`src/rtl/stbm_pkg.sv`:
```
// Package for the sensor table bind/merge block: beat payload types,
// slot storage word, and controller command/status structs. No dependencies.
`timescale 1ns / 1ps

package stbm_pkg;

  localparam logic [31:0] StaleResetMs = 32'd60000;

  typedef struct packed {
    logic [47:0]        dev_addr;
    logic               temp_valid;
    logic signed [15:0] temp_centi;
    logic               hum_valid;
    logic [9:0]         hum_tenths;
    logic               batt_valid;
    logic [6:0]         batt_pct;
    logic [31:0]        now_ms;
  } in_beat_t;

  typedef struct packed {
    logic               accepted;
    logic [2:0]         slot_index;
    logic               newly_bound;
    logic               evicted;
    logic               rec_temp_valid;
    logic signed [15:0] rec_temp_centi;
    logic               rec_hum_valid;
    logic [9:0]         rec_hum_tenths;
    logic               rec_batt_valid;
    logic [6:0]         rec_batt_pct;
    logic [3:0]         bound_count;
    logic [3:0]         live_count;
  } out_beat_t;

  // One table entry as held in the slot memory
  typedef struct packed {
    logic [47:0] addr;
    logic [31:0] last_heard;
    logic [15:0] temp;
    logic [9:0]  hum;
    logic [6:0]  batt;
    logic        temp_v;
    logic        hum_v;
    logic        batt_v;
  } slot_t;

  typedef struct packed {
    logic load;
    logic walk;
    logic commit;
  } stbm_cmd_t;

  typedef struct packed {
    logic walk_done;
    logic out_free;
  } stbm_sts_t;

  typedef enum logic [1:0] {
    ST_IDLE,
    ST_WALK,
    ST_COMMIT
  } stbm_state_e;

endpackage

```
`src/rtl/stbm_ctrl.sv`:
```
// Controller for the sensor table: sequences accept, table walk and commit.
// Depends on stbm_pkg for the state enum and command/status structs.
`timescale 1ns / 1ps

module stbm_ctrl (
  input  logic              clk_i,
  input  logic              rst_ni,
  input  logic              in_valid_i,
  output logic              in_stall_o,
  input  stbm_pkg::stbm_sts_t sts_i,
  output stbm_pkg::stbm_cmd_t cmd_o
);
  import stbm_pkg::*;

  stbm_state_e state_q, state_d;

  always_ff @(posedge clk_i or negedge rst_ni) begin
    if (!rst_ni) begin
      state_q <= ST_IDLE;
    end else begin
      state_q <= state_d;
    end
  end

  always_comb begin
    state_d = state_q;
    case (state_q)
      ST_IDLE: begin
        if (in_valid_i) state_d = ST_WALK;
      end
      ST_WALK: begin
        if (sts_i.walk_done) state_d = ST_COMMIT;
      end
      ST_COMMIT: begin
        if (sts_i.out_free) state_d = ST_IDLE;
      end
      default: state_d = ST_IDLE;
    endcase
  end

  always_comb begin
    in_stall_o    = 1'b1;
    cmd_o         = '0;
    case (state_q)
      ST_IDLE: begin
        in_stall_o = 1'b0;
        cmd_o.load = in_valid_i;
      end
      ST_WALK: begin
        cmd_o.walk = 1'b1;
      end
      ST_COMMIT: begin
        // hold until the result register can take the beat
        cmd_o.commit = sts_i.out_free;
      end
      default: begin
        in_stall_o = 1'b1;
      end
    endcase
  end

endmodule

```
`src/rtl/stbm_dpath.sv`:
```
// Datapath for the sensor table: slot memory, lookup/LRU/live walk,
// merge and result register. Depends on stbm_pkg; driven by stbm_ctrl.
`timescale 1ns / 1ps

module stbm_dpath #(
  parameter int MAX_SLOTS = 8
) (
  input  logic                clk_i,
  input  logic                rst_ni,
  input  logic                cfg_we_i,
  input  logic [31:0]         cfg_wdata_i,
  input  stbm_pkg::in_beat_t  in_data_i,
  output logic                out_valid_o,
  input  logic                out_stall_i,
  output stbm_pkg::out_beat_t out_data_o,
  input  stbm_pkg::stbm_cmd_t cmd_i,
  output stbm_pkg::stbm_sts_t sts_o
);
  import stbm_pkg::*;

  localparam int IW = $clog2(MAX_SLOTS);
  localparam int CW = $clog2(MAX_SLOTS + 1);
  localparam logic [CW-1:0] MaxCnt = CW'(MAX_SLOTS);

  slot_t mem_q [MAX_SLOTS];

  in_beat_t        in_q;
  logic [31:0]     stale_q;
  logic [CW-1:0]   bound_q, bound_d;
  logic [CW-1:0]   rd_q;
  logic            pend_q;
  logic [IW-1:0]   cmp_idx_q;
  slot_t           rdata_q;
  logic            found_q;
  logic [IW-1:0]   match_idx_q;
  slot_t           match_q;
  logic            match_live_q;
  logic [31:0]     min_t_q;
  logic [IW-1:0]   min_idx_q;
  logic            min_live_q;
  logic [CW-1:0]   live_cnt_q;
  out_beat_t       out_q, out_d;
  logic            out_valid_q;

  logic            issue;
  logic [31:0]     age;
  logic            cmp_live;
  logic            cmp_hit;
  logic            cmp_lower;

  logic            any_rd, full, newb, evict;
  logic [IW-1:0]   idx;
  slot_t           base, merged;
  logic [CW-1:0]   live_n;

  assign issue     = cmd_i.walk && (rd_q < bound_q);
  assign age       = in_q.now_ms - rdata_q.last_heard;
  assign cmp_live  = (rdata_q.last_heard != '0) && (age <= stale_q);
  assign cmp_hit   = pend_q && !found_q && (rdata_q.addr == in_q.dev_addr);
  assign cmp_lower = (cmp_idx_q == '0) || (rdata_q.last_heard < min_t_q);

  assign sts_o.walk_done = (rd_q == bound_q) && !pend_q;
  assign sts_o.out_free  = !out_valid_q || !out_stall_i;

  // Merge and result assembly for the commit cycle
  always_comb begin
    any_rd = in_q.temp_valid || in_q.hum_valid || in_q.batt_valid;
    full   = (bound_q == MaxCnt);
    newb   = any_rd && !found_q;
    evict  = newb && full;
    if (found_q) begin
      idx  = match_idx_q;
      base = match_q;
    end else begin
      idx  = full ? min_idx_q : bound_q[IW-1:0];
      base = '0;
    end
    merged            = base;
    merged.addr       = in_q.dev_addr;
    merged.last_heard = in_q.now_ms;
    if (in_q.temp_valid) begin
      merged.temp   = in_q.temp_centi;
      merged.temp_v = 1'b1;
    end
    if (in_q.hum_valid) begin
      merged.hum   = in_q.hum_tenths;
      merged.hum_v = 1'b1;
    end
    if (in_q.batt_valid) begin
      merged.batt   = in_q.batt_pct;
      merged.batt_v = 1'b1;
    end

    bound_d = bound_q;
    if (newb && !full) bound_d = bound_q + CW'(1);

    // swap the updated slot's old liveness for its new one
    live_n = live_cnt_q;
    if (any_rd && found_q) live_n = live_n - CW'(match_live_q);
    if (evict) live_n = live_n - CW'(min_live_q);
    if (any_rd && (in_q.now_ms != '0)) live_n = live_n + CW'(1);

    out_d = '0;
    if (any_rd) begin
      out_d.accepted       = 1'b1;
      out_d.slot_index     = 3'(idx);
      out_d.newly_bound    = newb;
      out_d.evicted        = evict;
      out_d.rec_temp_valid = merged.temp_v;
      out_d.rec_temp_centi = merged.temp;
      out_d.rec_hum_valid  = merged.hum_v;
      out_d.rec_hum_tenths = merged.hum;
      out_d.rec_batt_valid = merged.batt_v;
      out_d.rec_batt_pct   = merged.batt;
    end
    out_d.bound_count = 4'(bound_d);
    out_d.live_count  = 4'(live_n);
  end

  always_ff @(posedge clk_i or negedge rst_ni) begin
    if (!rst_ni) begin
      stale_q     <= StaleResetMs;
      bound_q     <= '0;
      rd_q        <= '0;
      pend_q      <= 1'b0;
      found_q     <= 1'b0;
      out_valid_q <= 1'b0;
    end else begin
      if (cfg_we_i) stale_q <= cfg_wdata_i;
      if (cmd_i.load) begin
        rd_q    <= '0;
        pend_q  <= 1'b0;
        found_q <= 1'b0;
      end else begin
        pend_q <= issue;
        if (issue) rd_q <= rd_q + CW'(1);
        if (cmp_hit) found_q <= 1'b1;
      end
      if (cmd_i.commit) begin
        bound_q     <= bound_d;
        out_valid_q <= 1'b1;
      end else if (out_valid_q && !out_stall_i) begin
        out_valid_q <= 1'b0;
      end
    end
  end

  always_ff @(posedge clk_i) begin
    if (cmd_i.load) begin
      in_q       <= in_data_i;
      live_cnt_q <= '0;
    end
    if (issue) begin
      rdata_q   <= mem_q[rd_q[IW-1:0]];
      cmp_idx_q <= rd_q[IW-1:0];
    end
    if (pend_q && !cmd_i.load) begin
      if (cmp_live) live_cnt_q <= live_cnt_q + CW'(1);
      if (cmp_hit) begin
        match_idx_q  <= cmp_idx_q;
        match_q      <= rdata_q;
        match_live_q <= cmp_live;
      end
      if (cmp_lower) begin
        min_t_q    <= rdata_q.last_heard;
        min_idx_q  <= cmp_idx_q;
        min_live_q <= cmp_live;
      end
    end
    if (cmd_i.commit) begin
      out_q <= out_d;
      if (any_rd) mem_q[idx] <= merged;
    end
  end

  assign out_valid_o = out_valid_q;
  assign out_data_o  = out_q;

`ifndef SYNTHESIS
  a_bound_max: assert property (@(posedge clk_i) disable iff (!rst_ni)
    bound_q <= MaxCnt)
    else $error("bound count above table depth");

  a_commit_free: assert property (@(posedge clk_i) disable iff (!rst_ni)
    cmd_i.commit |-> (!out_valid_q || !out_stall_i))
    else $error("commit while result register still occupied");

  a_commit_out: assert property (@(posedge clk_i) disable iff (!rst_ni)
    cmd_i.commit |=> out_valid_q)
    else $error("commit did not raise result valid");

  a_live_le_bound: assert property (@(posedge clk_i) disable iff (!rst_ni)
    out_valid_q |-> (out_q.live_count <= out_q.bound_count))
    else $error("live count exceeds bound count");
`endif

endmodule

```
`src/rtl/sensor_table_bind_merge_core.sv`:
```
// Top level of the sensor table bind/merge block: joins controller and datapath.
// Depends on stbm_pkg, stbm_ctrl and stbm_dpath.
//
//   channel | direction | handshake            | payload
//   in      | input     | in_valid_i/in_stall_o | in_data_i  (in_beat_t)
//   out     | output    | out_valid_o/out_stall_i | out_data_o (out_beat_t)
//   cfg     | input     | cfg_we_i              | cfg_wdata_i (stale_after_ms)
//
// Beats are taken one at a time: a new beat is accepted only once the last one has
// walked its B bound slots and committed. The walk reads the single-port slot
// memory one entry per cycle.
// The result sits in an output register, so the next beat is accepted while
// it waits; commit of the following beat waits while out_stall_i holds it.
// Reset clears the bound count and sets stale_after_ms to 60000; slot
// memory needs no clearing, only bound slots are read.
`timescale 1ns / 1ps

module sensor_table_bind_merge_core #(
  parameter int MAX_SLOTS = 8
) (
  input  logic                clk_i,
  input  logic                rst_ni,
  input  logic                cfg_we_i,
  input  logic [31:0]         cfg_wdata_i,
  input  logic                in_valid_i,
  output logic                in_stall_o,
  input  stbm_pkg::in_beat_t  in_data_i,
  output logic                out_valid_o,
  input  logic                out_stall_i,
  output stbm_pkg::out_beat_t out_data_o
);
  import stbm_pkg::*;

  stbm_cmd_t cmd;
  stbm_sts_t sts;

  stbm_ctrl u_ctrl (
    .clk_i      (clk_i),
    .rst_ni     (rst_ni),
    .in_valid_i (in_valid_i),
    .in_stall_o (in_stall_o),
    .sts_i      (sts),
    .cmd_o      (cmd)
  );

  stbm_dpath #(
    .MAX_SLOTS (MAX_SLOTS)
  ) u_dpath (
    .clk_i       (clk_i),
    .rst_ni      (rst_ni),
    .cfg_we_i    (cfg_we_i),
    .cfg_wdata_i (cfg_wdata_i),
    .in_data_i   (in_data_i),
    .out_valid_o (out_valid_o),
    .out_stall_i (out_stall_i),
    .out_data_o  (out_data_o),
    .cmd_i       (cmd),
    .sts_o       (sts)
  );

endmodule

```
`config.mk`:
```
export PLATFORM = sky130hd
export DESIGN_NAME = sensor_table_bind_merge_core
export DESIGN_NICKNAME = d
export VERILOG_FILES = /design/src/rtl/stbm_pkg.sv /design/src/rtl/stbm_ctrl.sv /design/src/rtl/stbm_dpath.sv /design/src/rtl/sensor_table_bind_merge_core.sv
export SDC_FILE = /design/constraint.sdc
export NUM_CORES = 2
export LEC_CHECK = 0
export BUFFER_PORTS_ARGS = -buffer_cell sky130_fd_sc_hd__buf_4
export CORE_ASPECT_RATIO = 0.75
export CORE_MARGIN = 4
export CORE_UTILIZATION = 28
export CTS_BUF_LIST = sky130_fd_sc_hd__clkbuf_8
export DETAILED_ROUTE_END_ITERATION = 6
export GPL_TIMING_DRIVEN = 1
export PLACE_DENSITY = 0.39
export SLEW_MARGIN = 0
export SYNTH_ARGS = -nofsm -noshare
export SYNTH_HDL_FRONTEND = slang
export SYNTH_HIERARCHICAL = 1
export SYNTH_SLANG_ARGS = --single-unit
```
`constraint.sdc`:
```
create_clock -name clk_i -period 15.83 [get_ports clk_i]
set_clock_uncertainty 0.2 [all_clocks]
set_input_delay 2.3745 -clock clk_i [delete_from_list [all_inputs] [get_ports clk_i]]
set_output_delay 2.3745 -clock clk_i [all_outputs]
set_load 0.01 [all_outputs]
```
==> flow_summary.yaml <==
run_status:
  status: "finished, final reports clean"
sta:
  slew_headroom: 0.1602
  finalCriticalPeriod_ps: 5644
  hold_viol: 0
  rsz0062_at_grt: "false"
  slew_viol_final: 0
  post-route-period-util: 0.3565
  setup_tns_ps: 0
  worst_pin_slew_ps: 1255
  setup_viol: 0
  fmax_mhz: 177.2
finish:
  drive_gt1_frac: 0.2862
  final_util: 0.3290
  area_growth_pct: 16.54
  nFillCells: 17851
  final_nets: 3262
  layout.cell_area.non_filler_um2: 61360
  multi_input_area_um2: 11970
  mostFrequentLayoutCells: "1289 x edfxtp_1, 241 x buf_4, 232 x mux4_2"
  regArea_um2: 39930
  final_common_cell: "edfxtp_1"
clock_network:
  cts_tree: "built"
  clock-root-buffer: "clkbuf_8"
  cts_hold_buffers: 0
  cts.clk_slew.worst_paths_ps: 60
  cts_resized: 0
  cts_buffers: 218
  postCtsSetupBuffers: 0
  htree_num_levels: 4
  cts.sinks: 1338
  clockBufferDepth: 3
  worstSkewPairLatency_ps: 930
floorplan:
  num_rows: 137
  die_area_um2: 195100
  ioPinCount: 205
  start_util: 0.2823
  die_w_um: 508.7
  die_h_um: 383.5
  coreArea_um2: 186500
place:
  place_hpwl_um: 78900
  place.gp.congestion: 0.7802
  io_buffers: 204
  placed_cell_area_um2: 57360
yosys:
  synthDistinctLibCells: 74
  synth.avg_cell_area_um2: 20.05
  synthCells: 2626
  async_flop_share: 0.03363
  ys_seq_area_frac: 0.7583
  synth_edf_count: 1289
  ys_ff_latch: 1338
  syn-num-nets: 2887
  syn-cell-area_um2: 52650
  ys.flop_type: "edfxtp_1"
  yosys_warnings: 6
drt:
  drt_iter0_markers: 1672
  dr.pass1.iters: 4
  final_antenna_net_count: 0
  wl_met3_um: 5480
  wl_met2_um: 64840
  wirelength_um: 134000
  top_layer_used: "met4"
  vias: 25835
  drc: 0
  m1WireLength_um: 60780
  viasPerCell: 4.542
  wl_per_cell_um: 23.56
critical_path:
  arrival_ps: 5950
  cp_slowest_stage_delay_ps: 1040
  crit_type: "input pin to register"
  crit_path_frequent_cell: "buf_4"
  path_cells: "buf_4 -> nand2_1 -> and3b_2 -> buf_4 -> nand3_1 -> nor2_4 -> buf_4"
  start_kind: "input pin"
  worstPathMaxFanout: 56
  worst_ep_required_time_ps: 16140
  path_delay_family: "simple AND/OR/NAND/NOR gates"
  cp-end-kind: "register"
  cp.buffers_inverters: 3
  cpMaxStageDelayCell: "nor2_4"
global_routing:
  grt_pass1_vias: 28578
  gr-usage-all-layers: 0.1369
  grt_max_degree: 121
  grt_overflow_total: 0
  antenna_found_initial: 9
  grt_pass1_wl_um: 195500
power:
  finalPower_uw: 10560
  p_leak_uw: 0.02059
  p_per_area_nw_per_um2: 172.1
  ir_worst_vdd_uv: 129.4
worst_hold_path:
  hp-class: "register to register"
flow_run:
  drv_cap: 0
final cells by class:
type	count	share of cell area
inverters	120	0.007341
well taps	2502	0.05102
flip-flops and latches	1338	0.6509
clock buffers	221	0.04957
diodes	6	0.0002447
clock inverters	178	0.01525
repair buffers	245	0.03059
multi-input cells	1078	0.1951
where the power goes:
group          switching [µW]  internal, µW
Clock                    1380          1400
Combinational            1680          1280
Sequential                316          4510
Total                    3370          7190
cells by family (layout without fill, tap and decap cells):
logic type | Yosys count | in the layout | synth area share
DFF | 1338 | 1338 | 0.7583
muxes | 355 | 355 | 0.1254
and+or+nand+nor | 288 | 288 | 0.02892
AOI/OAI and AO/OA | 239 | 239 | 0.03147
adders and majority gates | 108 | 108 | 0.02581
xor gates and xnor gates | 88 | 88 | 0.01464
buffers and inverters | 210 | 764 | 0.01547
other | 0 | 6 | 0
synth_stat cells, types with 38 or more instances:
cell	instances	share of area
and2_1	38	0.0045
mux2_2	117	0.025
a21oi_1	50	0.0048
xor2_1	39	0.0065
edfxtp_1	1289	0.74
xnor2_1	49	0.0082
nor2_1	49	0.0035
dfrtp_1	38	0.018
mux4_2	232	0.099
ha_1	107	0.025
clkbuf_1	60	0.0043
inv_1	119	0.0085
o21ai_0	58	0.0055
nand2_1	74	0.0053
per-stage QoR:
stage	setup WS [ps]	std cells	hold slack [ps]
6_report	10190	5688	207.2
5_1_grt	9954	5684	229.3
4_1_cts	10100	5681	215.9
3_5_place_dp	9085	5282	205.6
3_3_place_gp	9081	5282	208.2
2_1_floorplan	2111	2626	200.3
registers in the layout (all words and copies together) (netlist names), 3 cells and up:
| signal | cells |
|---|---|
| u_dpath/match_q | 36 |
| u_dpath/stale_q | 32 |
| u_dpath/rd_q | 4 |
| u_dpath/min_idx_q | 3 |
| u_dpath/mem_q | 928 |
| u_dpath/cmp_idx_q | 3 |
| u_dpath/live_cnt_q | 4 |
| u_dpath/min_t_q | 32 |
| u_dpath/match_idx_q | 3 |
| u_dpath/out_data_o | 50 |
| u_dpath/bound_q | 4 |
| u_dpath/in_q | 116 |
| u_dpath/rdata_q | 116 |
path summary, 6_finish.rpt:
kind	startpoint	to	slack, ps	depth (start not counted)
max in group asynchronous	rst_ni	u_dpath/rd_q[0]	13540	1
worst min register to register	u_dpath/rdata_q[33]	u_dpath/match_q[33]	210	0
worst max register to register	u_dpath/in_q[0]	u_dpath/match_live_q	10850	16
worst min-delay path	u_dpath/rdata_q[33]	u_dpath/match_q[33]	210	0
min in group asynchronous	rst_ni	u_dpath/stale_q[7]	1300	1
worst max-delay path	out_stall_i	u_dpath/mem_q[0][62]	10190	7
routing by layer:
metal	GRT usage	up-vias
li1	-	11367
met1	0.1834	13717
met2	0.2267	540
met3	0.02671	211
met4	0.03880	0
met5	0	-
Power figures use the tool's default switching activity.
